[src/hw/rtl/assert_macros.svh]
// assertion helpers, sampled on clk_i and disabled while rst_ni is low
`ifndef ASSERT_MACROS_SVH
`define ASSERT_MACROS_SVH

// property must hold
`define HIT_ASSERT(lbl, prop, msg) \
  lbl: assert property (@(posedge clk_i) disable iff (!rst_ni) (prop)) else $error(msg);

// property must never hold
`define HIT_ASSERT_NEVER(lbl, prop, msg) \
  lbl: assert property (@(posedge clk_i) disable iff (!rst_ni) !(prop)) else $error(msg);

`endif

[src/hw/rtl/hit_pkg.sv]
package hit_pkg;

  localparam int unsigned HotendCount = 4;
  localparam int unsigned NumLanes    = 4;
  localparam int unsigned TempW       = 15;
  localparam int unsigned TargetW     = 10;
  localparam int unsigned TimeW       = 32;
  localparam int unsigned SpanW       = 20;
  localparam int unsigned CountW      = 3;
  localparam int unsigned CfgIdxW     = 3;
  localparam int unsigned CfgDataW    = 15;
  localparam int unsigned InDataW     = 176;
  localparam int unsigned OutDataW    = 56;

  localparam logic [SpanW-1:0]   MsPerSecond  = SpanW'(1000);
  localparam logic [TempW-1:0]   TriggerReset = TempW'(1200);
  localparam logic [CountW-1:0]  HotendsReset = CountW'(1);

  typedef enum logic [CfgIdxW-1:0] {
    CfgTimeout    = 3'd0,
    CfgTrigger    = 3'd1,
    CfgIdleNozzle = 3'd2,
    CfgIdleBed    = 3'd3,
    CfgHotends    = 3'd4,
    CfgBedPresent = 3'd5
  } cfg_reg_e;

  // last field in the lowest bits
  typedef struct packed {
    logic                              pad;
    logic [TimeW-1:0]                  extruder_position;
    logic [TargetW-1:0]                bed_target_now;
    logic [NumLanes-1:0][TargetW-1:0]  target;
    logic [NumLanes-1:0][TempW-1:0]    temp;
    logic                              busy_req;
    logic [TimeW-1:0]                  now_ms;
  } in_beat_t;

  typedef struct packed {
    logic [3:0]                        pad;
    logic                              armed;
    logic [TargetW-1:0]                new_bed_target;
    logic [NumLanes-1:0][TargetW-1:0]  new_target;
    logic                              idle_fired;
  } out_beat_t;

  typedef struct packed {
    logic               hot;
    logic [TargetW-1:0] lowered;
  } lane_out_t;

  typedef struct packed {
    logic fire;
    logic armed;
  } timer_stat_t;

endpackage

[src/hw/rtl/hit_lane.sv]
module hit_lane
  import hit_pkg::*;
(
  input  logic signed [TempW-1:0] temp_i,
  input  logic [TargetW-1:0]      target_i,
  input  logic signed [TempW-1:0] trigger_i,
  input  logic [TargetW-1:0]      idle_target_i,
  input  logic                    en_i,
  output lane_out_t               lane_o
);

  assign lane_o.hot     = en_i && (temp_i >= trigger_i);
  // only ever lowers the target
  assign lane_o.lowered = (en_i && (idle_target_i < target_i)) ? idle_target_i : target_i;

endmodule

[src/hw/rtl/hit_timer.sv]
`include "assert_macros.svh"

module hit_timer
  import hit_pkg::*;
(
  input  logic                clk_i,
  input  logic                rst_ni,
  input  logic                accept_i,
  input  logic [TimeW-1:0]    now_i,
  input  logic                busy_i,
  input  logic [TimeW-1:0]    pos_i,
  input  logic [SpanW-1:0]    span_i,
  input  logic [NumLanes-1:0] lane_hot_i,
  output timer_stat_t         stat_o
);

  logic [TimeW-1:0] deadline_q, deadline_d;
  logic             valid_q, valid_d;
  logic [TimeW-1:0] last_pos_q;
  logic [TimeW-1:0] new_deadline;
  logic [TimeW-1:0] elapsed;
  logic             hot, moved, fire;

  assign hot          = !busy_i && (span_i != '0) && (|lane_hot_i);
  assign moved        = pos_i != last_pos_q;
  assign new_deadline = now_i + TimeW'(span_i);
  assign elapsed      = now_i - deadline_q;

  // a deadline set on this beat is span ahead and cannot have passed yet
  assign fire = hot && valid_q && !moved && !elapsed[TimeW-1];

  always_comb begin
    deadline_d = deadline_q;
    valid_d    = hot && !fire;
    if (hot && (!valid_q || moved)) begin
      deadline_d = new_deadline;
    end
  end

  always_ff @(posedge clk_i or negedge rst_ni) begin
    if (!rst_ni) begin
      deadline_q <= '0;
      valid_q    <= 1'b0;
      last_pos_q <= '0;
    end else if (accept_i) begin
      deadline_q <= deadline_d;
      valid_q    <= valid_d;
      last_pos_q <= pos_i;
    end
  end

  assign stat_o.fire  = fire;
  assign stat_o.armed = valid_d;

  `HIT_ASSERT(a_fire_disarms, (rst_ni && accept_i && fire) |=> !valid_q, "fired but still armed")
  `HIT_ASSERT(a_motion_rearms, (rst_ni && accept_i && hot && moved) |=> (valid_q && deadline_q == $past(new_deadline)), "motion did not push deadline")
  `HIT_ASSERT_NEVER(a_fire_cold, fire && !valid_q, "fire without armed deadline")

endmodule

[src/hw/rtl/hit_skid.sv]
`include "assert_macros.svh"

module hit_skid
  import hit_pkg::*;
(
  input  logic      clk_i,
  input  logic      rst_ni,
  input  logic      in_valid_i,
  output logic      in_ready_o,
  input  out_beat_t in_data_i,
  output logic      out_valid_o,
  input  logic      out_ready_i,
  output out_beat_t out_data_o
);

  logic      out_valid_q, skid_valid_q;
  out_beat_t out_q, skid_q;
  logic      in_acc, out_acc;

  assign in_ready_o = !skid_valid_q;
  assign in_acc     = in_valid_i && in_ready_o;
  assign out_acc    = out_valid_q && out_ready_i;

  always_ff @(posedge clk_i or negedge rst_ni) begin
    if (!rst_ni) begin
      out_valid_q  <= 1'b0;
      skid_valid_q <= 1'b0;
    end else if (out_acc) begin
      if (skid_valid_q) begin
        skid_valid_q <= 1'b0;
      end else begin
        out_valid_q <= in_acc;
      end
    end else if (in_acc) begin
      if (out_valid_q) begin
        skid_valid_q <= 1'b1;
      end else begin
        out_valid_q <= 1'b1;
      end
    end
  end

  always_ff @(posedge clk_i) begin
    if (out_acc && skid_valid_q) begin
      out_q <= skid_q;
    end else if (in_acc && (out_acc || !out_valid_q)) begin
      out_q <= in_data_i;
    end
    if (in_acc && out_valid_q && !out_acc) begin
      skid_q <= in_data_i;
    end
  end

  assign out_valid_o = out_valid_q;
  assign out_data_o  = out_q;

  `HIT_ASSERT(a_skid_behind_out, skid_valid_q |-> out_valid_q, "skid beat without output beat")
  `HIT_ASSERT(a_skid_on_stall, $rose(skid_valid_q) |-> $past(out_valid_q && !out_ready_i), "skid filled without stall")

endmodule

[src/hw/rtl/hotend_idle_timeout.sv]
// Hotend idle supervisor: one check beat in, one result beat out. A new beat may
// be taken in every cycle while the output buffer has room; the result is registered
// in a two-beat output buffer, so the input stalls only when two results wait
// downstream. Four temperature lanes compare against the trigger in parallel and
// the deadline logic merges them; the deadline update and its wrap-safe elapsed
// test close in the cycle in which the beat is accepted. Registers are written over
// the cfg port, which is always ready; write them only while no check is in flight.
module hotend_idle_timeout
  import hit_pkg::*;
(
  input  logic                clk_i,
  input  logic                rst_ni,
  input  logic                cfg_valid_i,
  output logic                cfg_ready_o,
  input  logic [CfgIdxW-1:0]  cfg_index_i,
  input  logic [CfgDataW-1:0] cfg_data_i,
  input  logic                s_axis_tvalid_i,
  output logic                s_axis_tready_o,
  // now_ms, busy_req, temp_0..temp_3, target_0..target_3, bed_target_now,
  // extruder_position, zero pad
  input  logic [InDataW-1:0]  s_axis_tdata_i,
  output logic                m_axis_tvalid_o,
  input  logic                m_axis_tready_i,
  // idle_fired, new_target_0..new_target_3, new_bed_target, armed, zero pad
  output logic [OutDataW-1:0] m_axis_tdata_o
);

  logic [SpanW-1:0]        span_q;
  logic signed [TempW-1:0] trigger_q;
  logic [TargetW-1:0]      idle_nozzle_q, idle_bed_q;
  logic [CountW-1:0]       hotends_q;
  logic                    bed_present_q;

  in_beat_t      in_beat;
  out_beat_t     res;
  out_beat_t     out_beat;
  lane_out_t     lane [NumLanes];
  logic [NumLanes-1:0] lane_hot;
  timer_stat_t   stat;
  logic          in_acc;

  assign cfg_ready_o = 1'b1;

  always_ff @(posedge clk_i or negedge rst_ni) begin
    if (!rst_ni) begin
      span_q        <= '0;
      trigger_q     <= TriggerReset;
      idle_nozzle_q <= '0;
      idle_bed_q    <= '0;
      hotends_q     <= HotendsReset;
      bed_present_q <= 1'b1;
    end else if (cfg_valid_i) begin
      unique case (cfg_reg_e'(cfg_index_i))
        CfgTimeout:    span_q        <= SpanW'(cfg_data_i[TargetW-1:0]) * MsPerSecond;
        CfgTrigger:    trigger_q     <= cfg_data_i;
        CfgIdleNozzle: idle_nozzle_q <= cfg_data_i[TargetW-1:0];
        CfgIdleBed:    idle_bed_q    <= cfg_data_i[TargetW-1:0];
        CfgHotends:    hotends_q     <= cfg_data_i[CountW-1:0];
        CfgBedPresent: bed_present_q <= cfg_data_i[0];
        default: ;
      endcase
    end
  end

  assign in_beat = in_beat_t'(s_axis_tdata_i);

  for (genvar i = 0; i < NumLanes; i++) begin : g_lane
    hit_lane u_lane (
      .temp_i        ($signed(in_beat.temp[i])),
      .target_i      (in_beat.target[i]),
      .trigger_i     (trigger_q),
      .idle_target_i (idle_nozzle_q),
      .en_i          ((CountW'(i) < hotends_q) && (i < HotendCount)),
      .lane_o        (lane[i])
    );
    assign lane_hot[i] = lane[i].hot;
  end

  assign in_acc = s_axis_tvalid_i && s_axis_tready_o;

  hit_timer u_timer (
    .clk_i      (clk_i),
    .rst_ni     (rst_ni),
    .accept_i   (in_acc),
    .now_i      (in_beat.now_ms),
    .busy_i     (in_beat.busy_req),
    .pos_i      (in_beat.extruder_position),
    .span_i     (span_q),
    .lane_hot_i (lane_hot),
    .stat_o     (stat)
  );

  always_comb begin
    res            = '0;
    res.idle_fired = stat.fire;
    res.armed      = stat.armed;
    for (int i = 0; i < NumLanes; i++) begin
      res.new_target[i] = stat.fire ? lane[i].lowered : in_beat.target[i];
    end
    res.new_bed_target = (stat.fire && bed_present_q && (idle_bed_q < in_beat.bed_target_now))
                         ? idle_bed_q : in_beat.bed_target_now;
  end

  hit_skid u_skid (
    .clk_i       (clk_i),
    .rst_ni      (rst_ni),
    .in_valid_i  (s_axis_tvalid_i),
    .in_ready_o  (s_axis_tready_o),
    .in_data_i   (res),
    .out_valid_o (m_axis_tvalid_o),
    .out_ready_i (m_axis_tready_i),
    .out_data_o  (out_beat)
  );

  assign m_axis_tdata_o = OutDataW'(out_beat);

endmodule
[config.mk]
export PLATFORM = sky130hd
export DESIGN_NAME = hotend_idle_timeout
export DESIGN_NICKNAME = d
export VERILOG_FILES = /design/src/hw/rtl/hit_pkg.sv /design/src/hw/rtl/hit_lane.sv /design/src/hw/rtl/hit_timer.sv /design/src/hw/rtl/hit_skid.sv /design/src/hw/rtl/hotend_idle_timeout.sv
export VERILOG_INCLUDE_DIRS = /design/src /design/src/hw/rtl
export SDC_FILE = /design/constraint.sdc
export NUM_CORES = 1
export LEC_CHECK = 0
export BUFFER_PORTS_ARGS = -buffer_cell sky130_fd_sc_hd__buf_2
export CAP_MARGIN = 40
export CELL_PAD_IN_SITES_DETAIL_PLACEMENT = 1
export CELL_PAD_IN_SITES_GLOBAL_PLACEMENT = 1
export CORE_UTILIZATION = 40
export DETAILED_ROUTE_END_ITERATION = 12
export HOLD_SLACK_MARGIN = 0.03
export PLACE_DENSITY_LB_ADDON = 0.1
export SYNTH_ARGS = -nofsm -noshare
export SYNTH_HDL_FRONTEND = slang
export SYNTH_SLANG_ARGS = --single-unit
[constraint.sdc]
create_clock -name clk_i -period 9.5 [get_ports clk_i]
set_clock_uncertainty 0.1 [all_clocks]
set_input_delay 0.95 -clock clk_i [delete_from_list [all_inputs] [get_ports clk_i]]
set_output_delay 0.95 -clock clk_i [all_outputs]
set_load 0.005 [all_outputs]
# Word-level counts from Yosys, hierarchy flattened
# Cells that the tools add are included.
# word_totals
register_bits,227
output_inout_bits,59
elab_cells,113
# classes
add_sub_neg,2
multipliers,1
order_cmp,13
eq_ne,7
mux,17
reduce_logical,48
# op_table
operator,n
$mux W52,2
$mux W10,9
$ge A15 B15 Y1,4
$lt A10 B10 Y1,5
$add A32 B20 Y32,1
$ne A32 B32 Y1,1
$sub A32 B32 Y32,1
$logic_and A1 B1 Y1,23
$reduce_bool A20 Y1,1
$reduce_and A2 Y1,9
$mul A10 B7 Y17 const B,1
$logic_not A1 Y1,8
$eq A3 B2 Y1 const B,2
$eq A3 B3 Y1 const B,2
$lt A1 B3 Y1 const A,2
$lt A2 B3 Y1 const A,2
$mux W1,6
$reduce_bool A2 Y1,3
$reduce_or A4 Y1,1
$eq A3 B1 Y1 const B,1
$logic_not A3 Y1,1
$logic_or A1 B1 Y1,2
$ne A2 B2 Y1 const B,1

# Depth between registers and ports, before layout
# Gate-level depths: netlist of run 1.
# logic_depth
depth_word,12
ltp_mapped,16
depth_no_buf,16

# Cells and area by module
# Synthesis of run 1 repeated with hierarchy kept, for this count alone.
# unflattened
cells_unflattened,1521
area_unflattened_um2,16859.9
# modules_own_cells
mod,instances,cells_each,area_per_inst_um2,seq_area_each_um2
hit_timer,1,515,4862.2,1626.6
hotend_idle_timeout,1,443,4742.0,1408.9
hit_skid,1,187,4317.9,3413.3
hit_lane,4,94,734.5,0.0

# Least setup slack after synthesis of run 1
# No wires, ideal clock.
# synth_timing
path_kind,input port to flip-flop
startpoint,input s_axis_tvalid_i
endpoint,"register u_skid.out_q, in the netlist u_skid.out_data_o[0], enable pin"
setup_ns,0.479
arrival_ns,4.339
path_slack_ns,4.582
stages,5
cell_sequence,nor2b_1 clkbuf_1 clkbuf_1 a21oi_1 a21oi_1
# synth_via
elab_chain_len,3
# synth_lines
element,line,text
"start, declared",hotend_idle_timeout.sv:17,"input logic s_axis_tvalid_i,"
$logic_and A1 B1 Y1,hit_skid.sv:21,assign in_acc = in_valid_i && in_ready_o;
$logic_and A1 B1 Y1,hit_skid.sv:46,end else if (in_acc && (out_acc || !out_valid_q)) begin
$reduce_bool A2 Y1 (no line),--,
"end signal, assigned",hit_skid.sv:45,out_q <= skid_q;
"end signal, assigned",hit_skid.sv:47,out_q <= in_data_i;
"end, declared",hit_skid.sv:17,"out_beat_t out_q, skid_q;"
# No other way between the ends.
# A chain may end at the register's enable or synchronous reset.

# Worst setup path after layout of run 1
# layout_timing
startpoint,input cfg_data_i[3]
endpoint,register span_q[19]
# layout_via
elab_chain_len,1
# layout_lines
element,line,text
"start, declared",hotend_idle_timeout.sv:16,"input logic [CfgDataW-1:0] cfg_data_i,"
$mul A10 B7 Y17,hotend_idle_timeout.sv:54,CfgTimeout: span_q <= SpanW'(cfg_data_i[TargetW-1:0]) * MsPerSecond;
"end signal, assigned",hotend_idle_timeout.sv:54,
"end, declared",hotend_idle_timeout.sv:28,logic [SpanW-1:0] span_q;
# No other way between the ends.

==> impl_metrics.toml, run 1 <==
[yosys]
async_flop_share = 0.542
synth_edf_count = 104
synthTopCellsByArea = "edfxtp_1 (19%), dfrtp_1 (18%), ha_1 (15%)"
ys_ff_latch = 227
synthDistinctLibCells = 70
yosysWarnings = 0
ys.flop_type = "dfrtp_1"
avgSynthCellArea_sq_um = 10.3
synth_top_area_frac = 0.194
synth-seq-area-share = 0.386
yosys.area.top_type = "edfxtp_1"
synth_area_sq_um = 16100
postSynthCellCount = 1554

[clock_tree]
cts_root_buf = "clkbuf_16"
cts_sinks = 227
cts_tree = "built"
clkLatencyLatePin_ns = 0.56
clockBufferDepth = 3
cts_hold_buf = 0
path_clk_slew_ns = 0.05
cts_buffers = 29
post_cts_resized = 0
post-cts-setup-buffers = 0
htree_num_levels = 1

[sta]
layout_min_cycle_time_ns = 4.62
setup_violations = 0
worstMarginPinSlew_ns = 0.820
finalHoldViolations = 0
fin_ws_ns = 4.88
fin_crit_sh = 0.486
rsz0062_at_grt = "no"
slew_headroom = 0.452
fmax_mhz = 217
slew_viol_final = 0
finalSetupTns_ns = 0

[power_and_ir_drop]
p_per_area_nw_per_um2 = 260
p_leak_nw = 8.73
peakVddDrop_mv = 0.216

[setup_path]
critPathMaxFanout = 6
worstSetupStartpointType = "input port"
crit_arrival_ns = 4.95
slowest_delay_ns = 0.54
crit_type = "input port to register"
cp_slowest_cell = "fa_1"
cp_cell_sequence = "buf_2 -> inv_1 -> fa_1 -> fa_1 -> inv_1 -> fa_1 -> inv_1 -> fa_1 -> inv_1 -> ha_1 -> nor3_1 -> o211ai_1 -> a31oi_1 -> a21oi_1 -> a21oi_1 -> xnor2_1 -> o21ai_0"
critical_path_required_ns = 9.83
critPathCaptureType = "register"

[routing]
antenna_left = 0
vias_per_cell = 5.41
drt_iter0_markers = 372
firstDrtPassIters = 6
dr_total_vias = 12747
post-route-drc-count = 0
wl_per_cell_um = 19.5
wl_um = 45900

[layout]
final_nets = 2225
mostFrequentLayoutCells = "buf_2 (253), ha_1 (193), inv_1 (158), nand2_1 (124), dfrtp_1 (117)"
fin_cells = 2355
drive_above_1_share = 0.229
final_common_cell = "buf_2"
syn_to_final_growth_pct = 17.9

[floorplan]
rows = 73
start_util = 0.405
die_y_um = 203
ioPinCount = 258
die_area_sq_um = 41000
die_width_um = 203
core_area_sq_um = 39700

[global_route]
grt_pass1_wl_um = 73600
grt_use_total = 0.227
grt_max_degree = 69
grt_pass1_vias = 13561
antenna_found_initial = 10
grt_overflow = 0

[status]
outcome = "finished clean"

[place]
gp_congestion = 0.815
port_buffers = 251
dp_hpwl_um = 34500
place_ws_ns = 4.29
dp_cells = 2296

[worst_hold_path]
hp-class = "input port to asynchronous set/reset pin"

[run]
drv_cap = 0
-- through the flow --
step            util  total power [W]  hold WS [ns]  instance area, sq um
4_1_cts        0.477          0.00500         0.350                 18900
3_5_place_dp   0.453          0.00387         0.384                 18000
6_report       0.477          0.00492         0.333                 19000
5_1_grt        0.477          0.00533         0.380                 18900
3_3_place_gp   0.449          0.00374         0.374                 17900
2_1_floorplan      -          0.00311         0.364                 16100
-- cell usage after synthesis (3+ instances only) --
cell type / instances
a2111oi_2: 3
o21bai_1: 7
a31oi_1: 54
or2_2: 3
nand4_1: 50
nand2b_1: 16
nor3_1: 12
xnor2_1: 30
o31a_1: 3
xor2_1: 42
clkbuf_1: 38
edfxtp_1: 104
fa_1: 31
a211oi_1: 18
a21oi_1: 48
nand3b_1: 4
dfrtp_1: 117
a2111oi_0: 4
nand3_1: 39
o21ai_0: 100
and2_1: 3
nor4_1: 22
o31ai_4: 20
buf_6: 3
ha_1: 193
o2111ai_1: 6
mux2_1: 8
nor2b_1: 5
nor2_1: 89
mux2i_1: 24
nand2_1: 124
inv_1: 158
mux2_2: 57
o21a_1: 7
or4_1: 4
buf_2: 6
or3_1: 3
o31ai_1: 18
dfstp_2: 6
buf_4: 10
and3_1: 9
a211o_1: 3
a21boi_0: 3
a21o_1: 15
-- where the power goes --
part           switching, W  internal [W]
Clock              0.000431      0.000665
Sequential         0.000210       0.00140
Combinational       0.00134      0.000873
Total               0.00198       0.00294
-- logic make-up (layout without fill, tap and decap cells) --
logic type      after synthesis  in the layout  share of synthesized area
buf+inv                     215            482                     0.0544
xor+xnor                     72             72                     0.0392
flops                       227            227                      0.386
other cells                   2             11                   0.000467
simple gates                398            398                      0.123
fa+ha+maj                   224            224                      0.189
compound gates              327            327                      0.147
mux                          89             89                     0.0604
-- state kept, by name, indices dropped and copies added (netlist names) --
signal / flops
bed_present_q: 1
hotends_q: 3
idle_bed_q: 10
idle_nozzle_q: 10
span_q: 17
trigger_q: 15
u_skid.out_data_o: 52
u_skid.out_valid_o: 1
u_skid.skid_q: 52
u_skid.skid_valid_q: 1
u_timer.deadline_q: 32
u_timer.last_pos_q: 32
u_timer.valid_q: 1
-- routing by layer --
metal | up-vias | share of wire | GRT usage
met5 | - | 0.0014 | 0
met2 | 263 | 0.45 | 0.365
met4 | 10 | 0.020 | 0.0583
met1 | 6253 | 0.48 | 0.311
met3 | 63 | 0.052 | 0.0445
li1 | 6158 | - | -
-- cell type report --
type                            count  area, sq um
Antenna cell                        6         15.0
Fill cell                        4533        20800
Timing Repair Buffer              271         1490
Sequential cell                   227         6210
Inverter                          158          593
Clock inverter                     17          181
Multi-Input combinational cell   1115         9060
Clock buffer                       36          752
Tap cell                          525          657
-- worst paths after layout --
path	cells after the start	endpoint	start	slack (ns)
min in group clk_i	1	u_timer.deadline_q[3]	u_timer.deadline_q[3]	0.39
setup reg to reg	9	u_timer.deadline_q[31]	hotends_q[2]	5.46
hold / removal	1	u_timer.deadline_q[29]	rst_ni	0.33
setup / recovery	17	span_q[19]	cfg_data_i[3]	4.88
hold reg to reg	1	u_timer.deadline_q[3]	u_timer.deadline_q[3]	0.39
max in group asynchronous	3	trigger_q[10]	rst_ni	7.68
-- worst max-delay path: cells and delay by family --
family / cells / cell delay (ns)
compound gates: 5 / 0.87
xor+xnor: 1 / 0.13
fa+ha+maj: 5 / 2.29
buf+inv: 5 / 0.56
simple gates: 1 / 0.14
Power figures use the tool's default switching activity.
==> inputs of run 2 (changes only) <==
--- a/config.mk
+++ b/config.mk
@@ -6,6 +6,7 @@
 export SDC_FILE = /design/constraint.sdc
 export NUM_CORES = 1
 export LEC_CHECK = 0
+export ABC_AREA = 1
 export BUFFER_PORTS_ARGS = -buffer_cell sky130_fd_sc_hd__buf_2
 export CAP_MARGIN = 40
 export CELL_PAD_IN_SITES_DETAIL_PLACEMENT = 1
==> constraint.sdc (replaced) <==
create_clock -name clk_i -period 4.3 [get_ports clk_i]
set_clock_uncertainty 0.1 [all_clocks]
set_input_delay 0.43 -clock clk_i [delete_from_list [all_inputs] [get_ports clk_i]]
set_output_delay 0.43 -clock clk_i [all_outputs]
set_load 0.005 [all_outputs]
==> run 2 against run 1 <==
  * First-iteration DRC count is 81% higher
  * Clock power rose by 130%
  * Utilization up 0.77 points
  * Sequential power is 110% higher
  * Critical path type unchanged
  * Critical endpoint is now span_q[18]
  * Largest cell class unchanged
  * Highest routed layer unchanged
==> impl_metrics.toml, run 2 <==
[status]
outcome = "finished clean"

[floorplan]
die_area_sq_um = 42100
die_y_um = 205
start_util = 0.405
ioPinCount = 258
rows = 74
die_width_um = 205
core_area_sq_um = 40800

[sta]
setup_violations = 0
slew_headroom = 0.445
fin_ws_ns = 0.290
rsz0062_at_grt = "no"
finalHoldViolations = 0
slew_viol_final = 0
layout_min_cycle_time_ns = 4.01
fin_crit_sh = 0.933
holdWs_ns = 0.0513
fmax_mhz = 249
worstMarginPinSlew_ns = 0.831

[setup_path]
critPathMaxFanout = 3
ff2ff_path_depth = 20
slowest_delay_ns = 0.57
ff2ff_setup_slack_ns = 0.89
cp_slowest_cell = "fa_1"
worstSetupStartpointType = "input port"
crit_type = "input port to register"
r2r_end = "u_skid.out_data_o[9]"
critical_path_required_ns = 4.61
timing.rr.start = "trigger_q[4]"
cp_top_family = "adder cells"
crit_path_frequent_cell = "fa_1"
crit_arrival_ns = 4.32
crit_buf_inv = 5
critPathCaptureType = "register"
cp_cell_sequence = "buf_2 -> inv_1 -> buf_4 -> fa_1 -> fa_1 -> fa_1 -> inv_1 -> fa_1 -> ha_1 -> inv_1 -> nor3_1 -> a21oi_1 -> o21ai_0 -> a21oi_1 -> o21ai_1 -> xnor2_1 -> o21ai_0"

[yosys]
avgSynthCellArea_sq_um = 8.13
synthTopCellsByArea = "edfxtp_1 (19%), dfrtp_1 (18%), ha_1 (15%)"
yosysMostFrequentCell = "nand2_1"
synth_edf_count = 104
yosysWarnings = 0
ys.flop_type = "dfrtp_1"
synthDistinctLibCells = 49
async_flop_share = 0.542
postSynthCellCount = 2033
synth_area_sq_um = 16500
yosys-top-cells-count = "nand2_1 (546), inv_1 (301), ha_1 (193), nand3_1 (125), o21ai_0 (118)"
ys_ff_latch = 227
synth_top_area_frac = 0.189
synth-seq-area-share = 0.376
yosys.area.top_type = "edfxtp_1"

[clock_tree]
clkLatencyLatePin_ns = 0.56
cts_buffers = 28
path_clk_slew_ns = 0.06
clockBufferDepth = 3
post-cts-setup-buffers = 0
cts_root_buf = "clkbuf_16"
htree_num_levels = 1
cts_tree = "built"
cts_sinks = 227

[routing]
drt_iter0_markers = 672
dr_total_vias = 14542
post-route-drc-count = 0
vias_per_cell = 5.04
routed.top_layer = "met5"
wl_um = 50700
met2_wirelength_um = 24100
firstDrtPassIters = 5
wl_per_cell_um = 17.6
met1_length_um = 23100
antenna_left = 0
route.met3.wl_um = 2000

[place]
dp_cells = 2812
gp_congestion = 0.881
port_buffers = 251
dp_hpwl_um = 39000
place_ws_ns = -0.345

[global_route]
grt_pass1_vias = 15191
grt_max_degree = 65
antenna_found_initial = 8
grt_overflow = 0
grt_pass1_wl_um = 80800
grt_use_total = 0.245

[worst_hold_path]
hp-class = "input port to register"
min_path_cells = 3
min_to = "u_timer.deadline_q[0]"
worstHoldStart = "s_axis_tdata_i[0]"

[layout]
drive_above_1_share = 0.165
final_nets = 2752
fillers = 5008
fin_cells = 2886
mostFrequentLayoutCells = "nand2_1 (546), inv_1 (301), buf_2 (250), ha_1 (193), nand3_1 (125)"
seqCellArea_sq_um = 6210
multi_input_area_sq_um = 8930
final_common_cell = "nand2_1"
syn_to_final_growth_pct = 19.8

[power_and_ir_drop]
peakVddDrop_mv = 0.318
p_leak_nw = 10.1
p_per_area_nw_per_um2 = 528

[run]
drv_cap = 0
## run 2: worst max path at each step
stage	start	to	slack, ns	cells past startpoint
final	cfg_data_i[3]	span_q[18]	0.29	17
after global routing	cfg_data_i[3]	span_q[17]	0.03	19
after CTS	cfg_data_i[3]	span_q[18]	0.27	17
after detailed placement	cfg_data_i[3]	span_q[18]	-0.34	17
after global placement	cfg_data_i[0]	span_q[18]	-0.24	18
after floorplan	cfg_data_i[5]	span_q[18]	0.03	17
## run 2: logic make-up (layout without fill, tap and decap cells)
kind of cell / after synthesis / count (layout) / synth area share
adders and majority gates: 224 / 224 / 0.184
and+or+nand+nor: 906 / 906 / 0.243
other: 2 / 8 / 0.000454
DFF: 227 / 227 / 0.376
xor gates and xnor gates: 43 / 43 / 0.0228
AOI/OAI and AO/OA: 274 / 274 / 0.0880
buffers and inverters: 357 / 672 / 0.0863
## run 2: through the flow
stage / power, W / util / setup TNS [ns] / cell area, sq um
after global placement: 0.00774 / 0.454 / -0.572 / 18500
after detailed placement: 0.00796 / 0.456 / -1.18 / 18600
after floorplan: 0.00632 / - / 0 / 16500
after global routing: 0.0114 / 0.485 / 0 / 19800
final: 0.0105 / 0.485 / 0 / 19800
after CTS: 0.0106 / 0.485 / 0 / 19800
## run 2: worst register-to-register path: cells and delay by family, from the launching register on
| kind | cells | cell delay [ns] |
|---|---|---|
| adder cells (fa/ha/maj) | 1 | 0.32 |
| buffers and inverters | 3 | 0.42 |
| flip-flops | 1 | 0.53 |
| AND/OR/NAND/NOR | 16 | 1.78 |
## run 2: power breakdown
group          leakage [nW]  internal, W  switching [W]
clock network         0.489      0.00155        0.00100
registers              2.48      0.00302       0.000411
logic                  7.12      0.00176        0.00271
total                  10.1      0.00633        0.00413
## run 2: repair_timing
action / in CTS / in global routing
resized for setup: 0 / 1
hold endpoints to repair: 135 / 0
hold buffers: 19 / 0
endpoints found under the setup margin: 0 / 1
## run 2: final cells by class
class	count	share of cell area
Multi-Input combinational cell	1452	0.451
Sequential cell	227	0.314
Clock inverter	9	0.00512
Antenna cell	3	0.000379
Timing Repair Buffer	311	0.0924
Inverter	309	0.0586
Clock buffer	43	0.0451
Tap cell	532	0.0336
## run 2: layer usage
| metal | GRT usage | vias to the layer above |
|---|---|---|
| met3 | 0.0361 | 81 |
| met1 | 0.322 | 6987 |
| li1 | - | 7208 |
| met4 | 0.0680 | 10 |
| met2 | 0.418 | 256 |
| met5 | 0 | - |
